## src/hdl/latency_max_avg_monitor_assert.svh

```systemverilog
// Assertion macros shared by the latency monitor RTL files.
`ifndef LATENCY_MAX_AVG_MONITOR_ASSERT_SVH
`define LATENCY_MAX_AVG_MONITOR_ASSERT_SVH

`ifndef NO_ASSERTIONS
// Checked property, disabled while reset is asserted.
`define LMAM_ASSERT(lbl, prop, msg) \
  lbl: assert property (@(posedge clk_i) disable iff (!rst_ni) prop) else $error(msg);
// Checked property, evaluated at every rising clock edge, reset included.
`define LMAM_ASSERT_ALWAYS(lbl, prop, msg) \
  lbl: assert property (@(posedge clk_i) prop) else $error(msg);
`else
`define LMAM_ASSERT(lbl, prop, msg)
`define LMAM_ASSERT_ALWAYS(lbl, prop, msg)
`endif

`endif

```

## src/hdl/lmam_pkg.sv

```systemverilog
// Shared constants, codes and types of the latency monitor.
package lmam_pkg;

  localparam int unsigned TimeW  = 32;
  localparam int unsigned DurW   = 32;
  localparam int unsigned TagW   = 16;
  localparam int unsigned CountW = 32;
  localparam int unsigned AccW   = DurW + CountW;
  localparam int unsigned DvsW   = CountW + 1;
  localparam int unsigned DivSteps = DurW;
  localparam int unsigned StepW  = $clog2(DivSteps);

  localparam logic FUNC_START  = 1'b0;
  localparam logic FUNC_FINISH = 1'b1;

  typedef enum logic [1:0] {
    STAT_OK          = 2'd0,
    STAT_START_OPEN  = 2'd1,
    STAT_FINISH_IDLE = 2'd2
  } status_e;

  typedef struct packed {
    logic start;
  } div_ctl_t;

  typedef struct packed {
    logic busy;
    logic done;
  } div_sts_t;

endpackage

```

## src/hdl/lmam_evt_if.sv

```systemverilog
// Handshake channel that carries start and finish events into the monitor.
interface lmam_evt_if
  import lmam_pkg::*;
();
  logic              valid;
  logic              ready;
  logic              func;
  logic [TimeW-1:0]  now;
  logic [TagW-1:0]   tag;

  modport source (output valid, func, now, tag, input ready);
  modport sink   (input valid, func, now, tag, output ready);
endinterface

```

## src/hdl/lmam_res_if.sv

```systemverilog
// Handshake channel that carries monitor results out of the block.
interface lmam_res_if
  import lmam_pkg::*;
();
  logic              valid;
  logic              ready;
  logic [1:0]        status;
  logic              open;
  logic [DurW-1:0]   max_duration;
  logic [TagW-1:0]   max_tag;
  logic [DurW-1:0]   avg_duration;
  logic [CountW-1:0] sample_count;

  modport source (output valid, status, open, max_duration, max_tag, avg_duration,
                  sample_count, input ready);
  modport sink   (input valid, status, open, max_duration, max_tag, avg_duration,
                  sample_count, output ready);
endinterface

```

## src/hdl/lmam_div.sv

```systemverilog
// Radix-2 restoring divider, one quotient bit per cycle, quotient known to fit DurW bits.
`include "latency_max_avg_monitor_assert.svh"

module lmam_div
  import lmam_pkg::*;
(
  input  logic                clk_i,
  input  logic                rst_ni,
  input  div_ctl_t            ctl_i,
  input  logic [AccW-1:0]     dividend_i,
  input  logic [DvsW-1:0]     divisor_i,
  output div_sts_t            sts_o,
  output logic [DurW-1:0]     quotient_o
);

  logic             busy_q;
  logic             done_q;
  logic [StepW-1:0] step_q;
  logic [DvsW-1:0]  rem_q;
  logic [DurW-1:0]  quo_q;
  logic [DvsW-1:0]  dvs_q;

  logic [DvsW:0]    rem_sh;
  logic             fits;
  logic [DvsW:0]    rem_sub;

  // The remainder stays below the divisor, so the shifted remainder is below twice it.
  assign rem_sh  = {rem_q, quo_q[DurW-1]};
  assign fits    = rem_sh >= {1'b0, dvs_q};
  assign rem_sub = rem_sh - {1'b0, dvs_q};

  always_ff @(posedge clk_i or negedge rst_ni) begin
    if (!rst_ni) begin
      busy_q <= 1'b0;
      done_q <= 1'b0;
      step_q <= '0;
    end else begin
      done_q <= 1'b0;
      if (ctl_i.start) begin
        busy_q <= 1'b1;
        step_q <= '0;
      end else if (busy_q) begin
        step_q <= step_q + 1'b1;
        if (step_q == StepW'(DivSteps - 1)) begin
          busy_q <= 1'b0;
          done_q <= 1'b1;
        end
      end
    end
  end

  always_ff @(posedge clk_i) begin
    if (ctl_i.start) begin
      rem_q <= DvsW'(dividend_i[AccW-1:DurW]);
      quo_q <= dividend_i[DurW-1:0];
      dvs_q <= divisor_i;
    end else if (busy_q) begin
      rem_q <= fits ? rem_sub[DvsW-1:0] : rem_sh[DvsW-1:0];
      quo_q <= {quo_q[DurW-2:0], fits};
    end
  end

  assign sts_o.busy = busy_q;
  assign sts_o.done = done_q;
  assign quotient_o = quo_q;

  `LMAM_ASSERT(a_rem_below_dvs, busy_q |-> (rem_q < dvs_q), "divider remainder not below divisor")
  `LMAM_ASSERT(a_start_busy, ctl_i.start |=> busy_q, "divider did not start")
  `LMAM_ASSERT(a_done_idle, done_q |-> !busy_q, "divider done while still busy")

endmodule

```

## src/hdl/latency_max_avg_monitor.sv

```systemverilog
// Latency monitor: tracks section durations, their maximum and a running average.
// A start or ignored event goes straight to EMIT, then to the output register once free.
// Below saturation, a counted finish takes one multiply, one add, then 32 divider steps.
// The divider yields one quotient bit per cycle; one event is in work at a time.
// Reset (asynchronous, active low) clears all measurement state and the output valid flag.
`include "latency_max_avg_monitor_assert.svh"

module latency_max_avg_monitor
  import lmam_pkg::*;
(
  input  logic        clk_i,
  input  logic        rst_ni,
  lmam_evt_if.sink    evt_i,
  lmam_res_if.source  res_o
);

  // The sequencer walks a finish event through multiply, add and divide, then
  // waits in EMIT until the output register is free to take the result.
  typedef enum logic [2:0] {
    ST_IDLE,
    ST_MUL,
    ST_ADD,
    ST_DIV,
    ST_EMIT
  } state_e;

  state_e            state_q;

  // Measurement state.
  logic              running_q;
  logic [TimeW-1:0]  start_time_q;
  logic [TagW-1:0]   start_tag_q;
  logic [DurW-1:0]   longest_q;
  logic [TagW-1:0]   longest_tag_q;
  logic [DurW-1:0]   mean_q;
  logic [CountW-1:0] samples_q;

  // Working registers of the average update.
  logic [DurW-1:0]   dur_q;
  logic [AccW-1:0]   prod_q;
  status_e           status_q;

  // Output register; it holds a result while the next event is already in work.
  logic              res_valid_q;
  status_e           res_status_q;
  logic              res_open_q;
  logic [DurW-1:0]   res_max_q;
  logic [TagW-1:0]   res_max_tag_q;
  logic [DurW-1:0]   res_avg_q;
  logic [CountW-1:0] res_count_q;

  logic              evt_xfer;
  logic              finish_counted;
  logic [DurW-1:0]   dur;
  logic              emit_go;

  div_ctl_t          div_ctl;
  div_sts_t          div_sts;
  logic [AccW-1:0]   div_dividend;
  logic [DvsW-1:0]   div_divisor;
  logic [DurW-1:0]   div_quotient;

  assign evt_i.ready    = (state_q == ST_IDLE);
  assign evt_xfer       = evt_i.valid && evt_i.ready;
  assign finish_counted = evt_xfer && (evt_i.func == FUNC_FINISH) && running_q;

  // The duration wraps modulo the timestamp width.
  assign dur = DurW'(evt_i.now - start_time_q);

  // The result may move into the output register when it is empty or being drained.
  assign emit_go = (state_q == ST_EMIT) && (!res_valid_q || res_o.ready);

  // The sum mean*samples + d goes straight into the divider's working registers.
  assign div_ctl.start = (state_q == ST_ADD);
  assign div_dividend  = prod_q + AccW'(dur_q);
  assign div_divisor   = DvsW'(samples_q) + 1'b1;

  lmam_div u_div (
    .clk_i      (clk_i),
    .rst_ni     (rst_ni),
    .ctl_i      (div_ctl),
    .dividend_i (div_dividend),
    .divisor_i  (div_divisor),
    .sts_o      (div_sts),
    .quotient_o (div_quotient)
  );

  always_ff @(posedge clk_i or negedge rst_ni) begin
    if (!rst_ni) begin
      state_q       <= ST_IDLE;
      running_q     <= 1'b0;
      start_time_q  <= '0;
      start_tag_q   <= '0;
      longest_q     <= '0;
      longest_tag_q <= '0;
      mean_q        <= '0;
      samples_q     <= '0;
      status_q      <= STAT_OK;
      res_valid_q   <= 1'b0;
    end else begin
      if (res_valid_q && res_o.ready) begin
        res_valid_q <= 1'b0;
      end
      unique case (state_q)
        ST_IDLE: begin
          if (evt_xfer) begin
            state_q  <= ST_EMIT;
            status_q <= STAT_OK;
            if (evt_i.func == FUNC_START) begin
              if (running_q) begin
                status_q <= STAT_START_OPEN;
              end else begin
                start_time_q <= evt_i.now;
                start_tag_q  <= evt_i.tag;
                running_q    <= 1'b1;
              end
            end else if (!running_q) begin
              status_q <= STAT_FINISH_IDLE;
            end else begin
              running_q <= 1'b0;
              dur_q     <= dur;
              // A tie with the stored maximum keeps the older tag.
              if (dur > longest_q) begin
                longest_q     <= dur;
                longest_tag_q <= start_tag_q;
              end
              // Once the count is saturated the average is frozen.
              if (samples_q != '1) begin
                state_q <= ST_MUL;
              end
            end
          end
        end
        ST_MUL: begin
          prod_q  <= AccW'(mean_q) * AccW'(samples_q);
          state_q <= ST_ADD;
        end
        ST_ADD: begin
          state_q <= ST_DIV;
        end
        ST_DIV: begin
          if (div_sts.done) begin
            mean_q    <= div_quotient;
            samples_q <= samples_q + 1'b1;
            state_q   <= ST_EMIT;
          end
        end
        ST_EMIT: begin
          if (emit_go) begin
            res_valid_q <= 1'b1;
            state_q     <= ST_IDLE;
          end
        end
        default: begin
          state_q <= ST_IDLE;
        end
      endcase
    end
  end

  // Result payload; its qualifier is res_valid_q.
  always_ff @(posedge clk_i) begin
    if (emit_go) begin
      res_status_q  <= status_q;
      res_open_q    <= running_q;
      res_max_q     <= longest_q;
      res_max_tag_q <= longest_tag_q;
      res_avg_q     <= mean_q;
      res_count_q   <= samples_q;
    end
  end

  assign res_o.valid        = res_valid_q;
  assign res_o.status       = res_status_q;
  assign res_o.open         = res_open_q;
  assign res_o.max_duration = res_max_q;
  assign res_o.max_tag      = res_max_tag_q;
  assign res_o.avg_duration = res_avg_q;
  assign res_o.sample_count = res_count_q;

  // The truncated average of durations can never exceed the largest of them.
  `LMAM_ASSERT(a_avg_le_max, mean_q <= longest_q, "average exceeds maximum duration")
  // The sample count only ever grows.
  `LMAM_ASSERT(a_count_mono, samples_q >= $past(samples_q), "sample count decreased")
  // A finish transfer while a measurement is open always closes it.
  `LMAM_ASSERT(a_finish_closes, finish_counted |=> !running_q, "finish left measurement open")

endmodule

```

## src/flat_wrapper.sv

```systemverilog
// flat-port wrapper written by rule: the top's interface ports become plain ports
module latency_max_avg_monitor_flat import lmam_pkg::*;
  (clk_i, rst_ni, evt_i_valid, evt_i_func, evt_i_now, evt_i_tag, evt_i_ready, res_o_valid, res_o_status, res_o_open, res_o_max_duration, res_o_max_tag, res_o_avg_duration, res_o_sample_count, res_o_ready);
  lmam_evt_if evt_i_i ();
  lmam_res_if res_o_i ();
  input  logic clk_i;
  input  logic rst_ni;
  input wire logic [$bits(evt_i_i.valid)-1:0] evt_i_valid;
  input wire logic [$bits(evt_i_i.func)-1:0] evt_i_func;
  input wire logic [$bits(evt_i_i.now)-1:0] evt_i_now;
  input wire logic [$bits(evt_i_i.tag)-1:0] evt_i_tag;
  output wire logic [$bits(evt_i_i.ready)-1:0] evt_i_ready;
  output wire logic [$bits(res_o_i.valid)-1:0] res_o_valid;
  output wire logic [$bits(res_o_i.status)-1:0] res_o_status;
  output wire logic [$bits(res_o_i.open)-1:0] res_o_open;
  output wire logic [$bits(res_o_i.max_duration)-1:0] res_o_max_duration;
  output wire logic [$bits(res_o_i.max_tag)-1:0] res_o_max_tag;
  output wire logic [$bits(res_o_i.avg_duration)-1:0] res_o_avg_duration;
  output wire logic [$bits(res_o_i.sample_count)-1:0] res_o_sample_count;
  input wire logic [$bits(res_o_i.ready)-1:0] res_o_ready;
  assign evt_i_i.valid = evt_i_valid;
  assign evt_i_i.func = evt_i_func;
  assign evt_i_i.now = evt_i_now;
  assign evt_i_i.tag = evt_i_tag;
  assign evt_i_ready = evt_i_i.ready;
  assign res_o_valid = res_o_i.valid;
  assign res_o_status = res_o_i.status;
  assign res_o_open = res_o_i.open;
  assign res_o_max_duration = res_o_i.max_duration;
  assign res_o_max_tag = res_o_i.max_tag;
  assign res_o_avg_duration = res_o_i.avg_duration;
  assign res_o_sample_count = res_o_i.sample_count;
  assign res_o_i.ready = res_o_ready;
  latency_max_avg_monitor u_core (.clk_i(clk_i), .rst_ni(rst_ni), .evt_i(evt_i_i), .res_o(res_o_i));
endmodule
```

## config.mk

```make
export PLATFORM = sky130hd
export DESIGN_NAME = latency_max_avg_monitor_flat
export DESIGN_NICKNAME = d
export VERILOG_FILES = /design/src/hdl/lmam_pkg.sv /design/src/hdl/lmam_evt_if.sv /design/src/hdl/lmam_res_if.sv /design/src/hdl/lmam_div.sv /design/src/hdl/latency_max_avg_monitor.sv /design/src/flat_wrapper.sv
export VERILOG_INCLUDE_DIRS = /design/src /design/src/hdl
export SDC_FILE = /design/constraint.sdc
export NUM_CORES = 2
export LEC_CHECK = 0
export ABC_AREA = 1
export BUFFER_PORTS_ARGS = -buffer_cell sky130_fd_sc_hd__buf_2
export CORE_MARGIN = 3
export CORE_UTILIZATION = 54
export CTS_CLUSTER_DIAMETER = 80
export CTS_CLUSTER_SIZE = 14
export DETAILED_ROUTE_END_ITERATION = 10
export PLACE_DENSITY = 0.72
export SYNTH_ARGS = -nofsm -noshare
export SYNTH_HDL_FRONTEND = slang
export SYNTH_SLANG_ARGS = --single-unit
```

## constraint.sdc

```tcl
create_clock -name clk_i -period 7 [get_ports clk_i]
set_input_delay 1.05 -clock clk_i [delete_from_list [all_inputs] [get_ports clk_i]]
set_output_delay 1.05 -clock clk_i [all_outputs]
set_load 0.02 [all_outputs]
```

==> results.tsv <==
stage	metric	value	unit
grt	total gr overflow	0	
timing	Fin. Hold Viols	0	
critical_path	R2R setup slack	0.15	ns
critical_path	reg2reg end	u_core.prod_q[54]	
pwr	peak supply drop	0.000259	V
floorplan	die width	347	um
outcome	status	complete, no violations	
synth	Post-Syn Instances	8164	
synth	Distinct cells, synth	49	
synth	syn_nets	9510	
synth	register area share after synthesis	0.216	
critical_path	Worst Reg-to-Reg Cells	25	
timing	crit path time final	6.85	ns
timing	max_slew headroom	0.117	
critical_path	critical path data required time	7.38	ns
clock_tree	CTS Buf Count	46	
drt	drc violations	0	
drt	aggregate routed wire length	209	mm
floorplan	num rows	124	
clock_tree	clock root buffer	clkbuf_16	
drt	antenna-violating nets left	0	
timing	Final Slew Violations	0	
drt	DR iter-0 viols	5744	
critical_path	CP Max Fanout	21	
synth	top-count cell post-synth	nand2_1	
drt	Vias	53500	
grt	first-pass GRT wire length	318	mm
timing	worst clock skew	0.0355	ns
timing	Worst-Margin Slew	1.31	ns
drt	vias per cell	5.34	
timing	setup violators final	0	
grt	vias in the first global route	53700	
grt	GRT Util Overall	0.346	
pwr	P per Cell Area	187	nW/um^2
synth	synthesized cell area	62900	um^2
drt	routed len/inst	20.9	um
synth	synth top area cells	fa_1 29%, nand2_1 15%, edfxtp_1 15%	
grt	largest net degree at the start of global routing	96	
floorplan	Die H	347	um
synth	Yosys top cell by area	fa_1	
synth	synth cell count leaders	2515 x nand2_1, 2157 x inv_1, 899 x fa_1	
critical_path	Critical Setup Path Class	reg -> reg	
critical_path	Crit. End Element	register	
drt	Initial DRT Pass Iterations	6	
place	GP Congestion	1.03	
timing	Setup TNS	0	ns
finish	Synth-to-Final Area Change	12.3	%
synth	Yosys top cell area share	0.286	
clock_tree	Clk pin slew, worst setup/hold paths	0.08	ns
place	Port Buffers	169	
critical_path	nature of the critical path startpoint	register	
synth	synth warn	0	
timing	fin crit share	0.979	
timing	Min Hold Slack	0.384	ns
synth	syn_area_per_cell	7.71	um^2
clock_tree	clock sinks	483	
floorplan	die area	121000	um^2
place	Detailed Place HPWL	172	mm
finish	Final Net Count	9813	
clock_tree	CTS tree	built	
pwr	total power draw	0.0132	W
clock_tree	H-tree depth	2	
synth	register bit count reported by yosys	483	
floorplan	Core Area	115000	um^2
critical_path	Worst EP arrival	7.23	ns
synth	ys flop type	edfxtp_1	
pwr	Lkg Pwr	40.0	nW
floorplan	Top-Level Pins	170	
floorplan	Starting Density	0.547	
clock_tree	Max Root-Sink Buffers	3	
timing	RSZ-0062 raised after global routing	true	
critical_path	worst r2r src	u_core.mean_q[10]	
synth	Post-synth EDFFs	308	
flow_run	max-cap violations	0	
grt	initial antenna violation count	15	
clock_tree	worst-skew pair later-pin latency	0.65	ns
hold_path	Worst Hold Class	in -> async	
timing	Max Clock Freq	146	MHz
synth	FFs w/ async S/R, synth	0.360	
finish	share of cells above drive strength 1	0.102	
-- per-layer routing --
layer / up-vias / GRT usage / wire, um
li1: 24500 / - / -
met1: 26000 / 0.485 / 85500
met2: 2540 / 0.543 / 93400
met3: 428 / 0.0644 / 21200
met4: 10 / 0.118 / 9340
met5: - / 0 / 57
-- flip-flops by register name, summed over array words and instances (netlist names), 3 cells and up --
register / cells
u_core.mean_q: 32
u_core.u_div.quotient_o: 32
u_core.state_q: 3
u_core.res_o.max_duration: 32
u_core.res_o.sample_count: 32
u_core.longest_q: 32
u_core.longest_tag_q: 16
u_core.u_div.step_q: 5
u_core.res_o.max_tag: 16
u_core.start_tag_q: 16
u_core.samples_q: 32
u_core.prod_q: 64
u_core.u_div.dvs_q: 33
u_core.dur_q: 32
u_core.res_o.avg_duration: 32
u_core.u_div.rem_q: 33
u_core.start_time_q: 32
-- area by class of cell --
type	count	area, um^2
antenna	5	12.5
clock buffer	67	1230
clock inverter	17	274
fill	10300	44300
inverter	2160	8110
multi-input combinational	5210	40800
sequential	483	13700
tap	1512	1890
timing repair buffer	566	4750
-- power breakdown --
group	internal, W	switching (W)
combinational	0.00189	0.00415
sequential	0.00408	0.000426
clock	0.00140	0.00125
total	0.00738	0.00582
-- cell usage in the layout, fill, tap and decap left out, types with 32 or more instances in the layout --
| master | n |
|---|---|
| xnor2_1 | 42 |
| clkbuf_16 | 54 |
| buf_2 | 168 |
| nand4_1 | 61 |
| nand3_1 | 211 |
| o21ai_0 | 187 |
| ha_1 | 370 |
| buf_12 | 58 |
| nor2_1 | 311 |
| nand2_1 | 2498 |
| nand3b_1 | 61 |
| edfxtp_1 | 308 |
| dfrtp_1 | 149 |
| fa_1 | 887 |
| a21oi_2 | 32 |
| a21oi_1 | 153 |
| o21ai_1 | 33 |
| nor3_1 | 49 |
| nor2_2 | 43 |
| inv_1 | 2147 |
| xor2_1 | 81 |
| buf_4 | 319 |
-- repair_timing --
action                                  4_1_cts  5_1_grt
gates cloned                                  0        8
setup buffers                                 0       12
pin swaps                                     0       37
resized for setup                            14      257
hold buffers                                  0        0
endpoints found under the setup margin       35       46
-- stage by stage --
step	worst slack (ns)	util	instance area [um^2]	std cells
2_1_floorplan	0.430	-	62900	8164
3_3_place_gp	-0.186	0.591	67900	9911
3_5_place_dp	-0.206	0.591	67900	9911
4_1_cts	0.00371	0.604	69500	9995
5_1_grt	-0.0533	0.615	70700	10000
6_report	0.150	0.615	70700	10000
-- cells by family (layout without fill, tap and decap cells) --
kind of cell / Yosys count / after routing / synth area share
AOI/OAI and AO/OA: 460 / 460 / 0.0383
other: 0 / 5 / 0
buffers and inverters: 2471 / 2810 / 0.150
DFF: 483 / 483 / 0.216
and+or+nand+nor: 3331 / 3331 / 0.214
muxes: 1 / 1 / 0.000179
xor gates and xnor gates: 125 / 125 / 0.0174
adders and majority gates: 1293 / 1293 / 0.364
-- critical path, stage by stage, from the launching register on --
cell	delay, ns
dfrtp_1	0.40
buf_12	0.20
buf_8	0.16
nand2_1	0.08
fa_1	0.50
inv_1	0.05
fa_1	0.48
fa_1	0.53
fa_2	0.65
fa_1	0.44
fa_1	0.52
fa_1	0.63
inv_1	0.08
fa_1	0.49
inv_2	0.05
ha_4	0.29
nand2_4	0.08
nor2_4	0.13
inv_2	0.07
nor2_2	0.15
buf_4	0.14
inv_1	0.06
o21ai_0	0.16
nand2_1	0.09
nand4_1	0.10
nand2_1	0.06
-- worst max path at each step --
stage,from,endpoint
2_1_floorplan,u_core.mean_q[26],u_core.prod_q[61]
3_3_place_gp,u_core.mean_q[2],u_core.prod_q[34]
3_5_place_dp,u_core.mean_q[2],u_core.prod_q[34]
4_1_cts,u_core.mean_q[24],u_core.prod_q[59]
5_1_grt,u_core.mean_q[15],u_core.prod_q[34]
6_report,u_core.mean_q[10],u_core.prod_q[54]
Power figures use the tool's default switching activity.
